===== config.mk =====
export PLATFORM = sky130hd
export DESIGN_NAME = rga_divider
export DESIGN_NICKNAME = d
export VERILOG_FILES = /design/src/sv/rga_pkg.sv /design/src/sv/rga_divider.sv
export SDC_FILE = /design/constraint.sdc
export NUM_CORES = 1
export LEC_CHECK = 0
export ABC_AREA = 1
export BUFFER_PORTS_ARGS = -buffer_cell sky130_fd_sc_hd__buf_4
export CAP_MARGIN = 30
export CELL_PAD_IN_SITES_DETAIL_PLACEMENT = 0
export CELL_PAD_IN_SITES_GLOBAL_PLACEMENT = 2
export CORE_MARGIN = 4
export CORE_UTILIZATION = 30
export CTS_CLUSTER_SIZE = 20
export DETAILED_ROUTE_END_ITERATION = 10
export GPL_TIMING_DRIVEN = 0
export HOLD_SLACK_MARGIN = 0.08
export PLACE_DENSITY = 0.87
export SETUP_SLACK_MARGIN = 0.05
export SLEW_MARGIN = 20
export SYNTH_ARGS = -nofsm -noshare
export SYNTH_HDL_FRONTEND = slang
export SYNTH_SLANG_ARGS = --single-unit

===== constraint.sdc =====
create_clock -name clk -period 3.25 [get_ports clk]
set_input_delay 0.65 -clock clk [delete_from_list [all_inputs] [get_ports clk]]
set_output_delay 0.65 -clock clk [all_outputs]
set_load 0.005 [all_outputs]

===== src/sv/rga_pkg.sv =====
// ----------------------------------------------------------------------------
// rga_pkg
// shared types and codes for the rational arithmetic gcd reduce block
// ----------------------------------------------------------------------------
package rga_pkg;

    // operation codes
    typedef enum logic [1:0] {
        OP_ADD    = 2'd0,
        OP_SUB    = 2'd1,
        OP_MUL    = 2'd2,
        OP_REDUCE = 2'd3
    } op_t;

    // sequencer states
    typedef enum logic [3:0] {
        ST_IDLE,
        ST_MUL0,
        ST_MUL1,
        ST_MUL2,
        ST_COMB,
        ST_GCD,
        ST_DIVN,
        ST_DIVD,
        ST_DONE
    } state_t;

    // request and status between sequencer and divider
    typedef struct packed {
        logic        start;
        logic [63:0] dividend;
        logic [63:0] divisor;
    } div_req_t;

    typedef struct packed {
        logic        busy;
        logic        done;
        logic [63:0] quot;
        logic [63:0] rem;
    } div_rsp_t;

endpackage


===== src/sv/rga_divider.sv =====
// ----------------------------------------------------------------------------
// rga_divider
// shared 64-bit restoring divider, one quotient bit per cycle
// ----------------------------------------------------------------------------
module rga_divider
    import rga_pkg::*;
(
    input  logic     clk,
    input  logic     rst_n,
    input  div_req_t req,
    output div_rsp_t rsp
);

    logic [63:0] rem_reg, rem_next;
    logic [63:0] quo_reg, quo_next;
    logic [63:0] dsr_reg, dsr_next;
    logic [6:0]  cnt_reg, cnt_next;
    logic        busy_reg, busy_next;
    logic        done_reg, done_next;
    logic [64:0] trial;
    logic [64:0] shifted;

    // load on start, else one restoring step while busy
    always_comb
    begin
        rem_next  = rem_reg;
        quo_next  = quo_reg;
        dsr_next  = dsr_reg;
        cnt_next  = cnt_reg;
        busy_next = busy_reg;
        done_next = 1'b0;
        shifted   = {rem_reg, quo_reg[63]};
        trial     = shifted - {1'b0, dsr_reg};
        if (req.start)
        begin
            rem_next  = '0;
            quo_next  = req.dividend;
            dsr_next  = req.divisor;
            cnt_next  = 7'd64;
            busy_next = 1'b1;
        end
        else if (busy_reg)
        begin
            if (!trial[64])
            begin
                rem_next = trial[63:0];
                quo_next = {quo_reg[62:0], 1'b1};
            end
            else
            begin
                rem_next = shifted[63:0];
                quo_next = {quo_reg[62:0], 1'b0};
            end
            cnt_next = cnt_reg - 7'd1;
            if (cnt_reg == 7'd1)
            begin
                busy_next = 1'b0;
                done_next = 1'b1;
            end
        end
    end

    always_ff @(posedge clk or negedge rst_n)
    begin
        if (!rst_n)
        begin
            busy_reg <= 1'b0;
            done_reg <= 1'b0;
            cnt_reg  <= '0;
        end
        else
        begin
            busy_reg <= busy_next;
            done_reg <= done_next;
            cnt_reg  <= cnt_next;
        end
    end

    always_ff @(posedge clk)
    begin
        rem_reg <= rem_next;
        quo_reg <= quo_next;
        dsr_reg <= dsr_next;
    end

    assign rsp.busy = busy_reg;
    assign rsp.done = done_reg;
    assign rsp.quot = quo_reg;
    assign rsp.rem  = rem_reg;

    // done only follows a busy cycle
    a_done_after_busy: assert property (@(posedge clk) disable iff (!rst_n)
        rsp.done |-> $past(busy_reg))
        else $error("divider done without busy");

    // counter zero when idle
    a_cnt_idle: assert property (@(posedge clk) disable iff (!rst_n)
        !busy_reg |-> cnt_reg == 7'd0)
        else $error("divider count left over");

    // start begins a run
    a_start_busy: assert property (@(posedge clk) disable iff (!rst_n)
        req.start |=> busy_reg)
        else $error("divider did not start");

endmodule


# == Word level (Yosys, flattened, before mapping) ==
# Cells that the tools add are included.
# classes
mux,12
n_div,0
n_lt_le_gt_ge,0
shifts,0
n_addsub,2
bitwise_logic,0
n_reduce_logical,1
n_eq_ne,1
mul,0
# ops
operator,count
two-way mux 64 bit,3
subtractor 65 x 64 -> 65 bit,1
two-way mux 7 bit,2
== test 7 x 1 -> 1 bit (second input constant),1
two-way mux 1 bit,7
subtractor 7 x 1 -> 7 bit (second input constant),1
nonzero test 2 bit,1
# word_totals
memories,0
latchBits,0
ff_bits,201
wordCells,22
out_inout_bits,130
ramBits,0
rom_bits,0
inputBits,131

# == Longest topological paths before layout ==
# logic_depth
word_depth,4
ltp_mapped,21
mapped_depth_nobuf,19

# == Least setup slack after synthesis ==
# No wires, ideal clock.
# synth_timing
path_type,input-to-reg
startpoint,input req[128] in the netlist's numbering
endpoint,"register quo_reg[0], enable pin"
cell_stages,3
path_buffers,1
path_slack_ns,0.662
t_required_ns,2.831
setup_ns,0.419
arrival_time_ns,2.169
cell_sequence,nor2_1 > clkbuf_1 > inv_1
# synth_via
elab_chain_len,1
# synth_lines
element,line,rtl
"start, declared",rga_divider.sv:10,"input div_req_t req,"
nonzero test 2 bit (no line),--,
"end signal, assigned",rga_divider.sv:82,quo_reg <= quo_next;
"end, declared",rga_divider.sv:15,"logic [63:0] quo_reg, quo_next;"
# No other way between the ends.
# A chain may end at the register's enable or synchronous reset.

# == Worst setup path after layout ==
# layout_timing
startpoint,register quo_reg[63]
endpoint,register rem_reg[40]
# layout_via
elab_chain_len,2
# layout_lines
element,line,rtl
subtractor 65 x 64 -> 65 bit,rga_divider.sv:33,"trial = shifted - {1'b0, dsr_reg};"
two-way mux 64 bit,rga_divider.sv:44,if (!trial[64])
"end signal, assigned",rga_divider.sv:81,rem_reg <= rem_next;
"end, declared",rga_divider.sv:14,"logic [63:0] rem_reg, rem_next;"
# No other way between the ends.

==> flow_metrics.env <==
export IMPL_async_flop_share_pct=4.478
export IMPL_wl_per_cell_um=16.49
export IMPL_area_growth_pct=25.23
export IMPL_worstPathArrival_ns=3.43
export IMPL_min_delay_start="req[20]"
export IMPL_postRouteAntennaNets=0
export IMPL_period_share_pct=91.74
export IMPL_status="finished clean"
export IMPL_rr_startpoint="quo_reg[63]"
export IMPL_die_area_um2=52220
export IMPL_synth_warnings=0
export IMPL_grt_max_degree=70
export IMPL_p_per_area_nw_per_um2=374.6
export IMPL_syn_inst=2283
export IMPL_synth_area_per_cell_um2=6.390
export IMPL_clockRootBuffer="clkbuf_16"
export IMPL_rows=80
export IMPL_crit_path_frequent_cell="nand2_1"
export IMPL_start_util_pct=30.43
export IMPL_port_buffers=260
export IMPL_peakVddDrop_uv=380.3
export IMPL_post_place_ws_ns=-0.009352
export IMPL_syn_area_um2=14590
export IMPL_synth_cell_types=37
export IMPL_cts_tree="yes"
export IMPL_slowest_stage="fa_2"
export IMPL_synth_top_area_share_pct=26.61
export IMPL_grt_pass1_vias=14040
export IMPL_rsz0062_at_grt="false"
export IMPL_crit_buf_inv=4
export IMPL_post_route_min_period_ns=2.982
export IMPL_startpoint_type="flop"
export IMPL_total_power_mw=6.843
export IMPL_firstDrtPassIters=5
export IMPL_critPathKind="flop to flop"
export IMPL_worstMarginPinSlew_ns=0.9334
export IMPL_mostFrequentLayoutCell="nand2_1"
export IMPL_vias_per_cell=4.354
export IMPL_layout_nets=2775
export IMPL_layout_common_cells="nand2_1 (1,034), inv_1 (491), buf_4 (267)"
export IMPL_r2r_slack_ns=0.27
export IMPL_worstPathCellList="inv_1 -> ha_1 -> fa_2 -> inv_1 -> nand2_1 -> nand2_1 -> nand3_1 -> nand2_2 -> nand2_1 -> nand2_2 -> nand2_1 -> nand2_4 -> nand2_4 -> nand2_4 -> nand2_4 -> nand2_4 -> buf_12 -> buf_12 -> nand2_1 -> nand3_1 -> nand2_1"
export IMPL_die_width_um=228.5
export IMPL_timing_final_ws_setup_ns=0.2684
export IMPL_grt_usage_pct=19.72
export IMPL_r2r_end="rem_reg[40]"
export IMPL_m1WireLength_um=24400
export IMPL_core_um2=47950
export IMPL_fin_cells=3212
export IMPL_hold_path_class="primary input to flop"
export IMPL_place_congestion=0.9049
export IMPL_hold_end="dsr_reg[20]"
export IMPL_setup_viol=0
export IMPL_worstSetupEndpointType="flop"
export IMPL_reg2reg_depth=21
export IMPL_placed_cells=3160
export IMPL_num_vias=13980
export IMPL_cp_max_fo=10
export IMPL_wl_met3_um=3109
export IMPL_drv_slew=0
export IMPL_top_layer="met4"
export IMPL_drv_cap=0
export IMPL_p_leak_nw=10.29
export IMPL_yosys_area_top_type="nand2_1"
export IMPL_fmax_mhz=335.4
export IMPL_dpl_hpwl_um=43600
export IMPL_antenna_found_initial=0
export IMPL_clk_pin_slew_worst_paths_ns=0.06
export IMPL_htreeDepth=1
export IMPL_critPathMaxStageDelay_ns=0.37
export IMPL_ys_ff_latch=201
export IMPL_cts_buffer_depth=3
export IMPL_first_iter_violations=786
export IMPL_max_slew_margin_rel_pct=37.77
export IMPL_ys_flop_type="edfxtp_1"
export IMPL_drive_above_1_share_pct=14.71
export IMPL_numCtsBuffers=25
export IMPL_grt_pass1_wl_um=81160
export IMPL_grt_overflow=0
export IMPL_dieHeight_um=228.5
export IMPL_hold_depth=1
export IMPL_syn_nets=2481
export IMPL_worstPathRequired_ns=3.70
export IMPL_path_delay_family="simple AND/OR/NAND/NOR gates"
export IMPL_final_hold_violation_count=0
export IMPL_ys_seq_area_share_pct=36.68
export IMPL_utilization_pct=38.10
export IMPL_cts_sinks=201
export IMPL_drc=0
export IMPL_ios=261
export IMPL_synth_area_top_cells="nand2_1 (27%), edfxtp_1 (26%), inv_1 (13%)"
export IMPL_synth_edf_count=128
export IMPL_drt_wl_total_um=52960
export IMPL_finClkSkew_ns=0.01759
export IMPL_clkLatencyLatePin_ns=0.57
export IMPL_wl_met2_um=23910
cell usage after synthesis, types with 19 or more instances:
| cell | number |
|---|---|
| a21oi_1 | 50 |
| inv_1 | 492 |
| edfxtp_1 | 128 |
| nand2_2 | 43 |
| o21ai_0 | 19 |
| clkbuf_1 | 22 |
| nor2_1 | 110 |
| dfxtp_1 | 64 |
| ha_1 | 66 |
| nand3_1 | 131 |
| nand2_1 | 1034 |
| xnor2_1 | 26 |
per-layer routing:
layer  up-vias  track usage (%)
met2       288            33.08
met4         0            5.109
met5         -                0
met3        65            4.349
li1       7412                -
met1      6219            25.79
logic make-up (layout without fill, tap and decap cells):
kind of cell | count (synthesis) | count (layout) | synth area share (%)
adder cells (fa/ha/maj) | 67 | 67 | 5.798
buffers and inverters | 539 | 852 | 14.72
other | 0 | 1 | 0
AO/OA/AOI/OAI | 72 | 72 | 2.522
AND/OR/NAND/NOR | 1373 | 1373 | 38.43
XOR/XNOR | 31 | 31 | 1.861
flip-flops | 201 | 201 | 36.68
worst max path at each step:
stage / startpoint / cells past startpoint / end
2_1_floorplan: req[128] / 3 / quo_reg[0]
3_3_place_gp: req[128] / 4 / quo_reg[49]
3_5_place_dp: quo_reg[63] / 21 / rem_reg[40]
4_1_cts: quo_reg[63] / 21 / rem_reg[40]
5_1_grt: quo_reg[63] / 21 / rem_reg[40]
6_report: quo_reg[63] / 21 / rem_reg[40]
power breakdown:
part / switching [mW] / internal (mW)
Sequential: 0.0921 / 2.91
Combinational: 0.551 / 0.405
Clock: 1.17 / 1.71
Total: 1.82 / 5.03
what timing repair did:
action,in CTS,in global routing
buffers inserted,0,3
hold endpoints to repair,9,0
cloned,0,0
hold buffers,1,0
resized for setup,3,6
pin swaps,0,1
setup endpoints to repair,7,46
per-stage QoR:
stage	hold slack, ns	setup TNS [ns]	cell area, um2
2_1_floorplan	0.3544	0	14590
3_3_place_gp	0.4761	-90.19	17310
3_5_place_dp	0.4845	-0.009352	17350
4_1_cts	0.2098	0	18210
5_1_grt	0.2229	0	18270
6_report	0.2528	0	18270
layout make-up:
type                       count  area (um2)
fill                        5307       29680
multi-input combinational   1543        7103
sequential                   201        5350
timing repair buffer         267        2047
inverter                     496        1864
tap                          615       769.5
clock buffer                  35       683.2
buffer                        43       305.3
clock inverter                11       143.9
antenna                        1       2.502
Note: power is estimated with default switching activity, not from simulation.
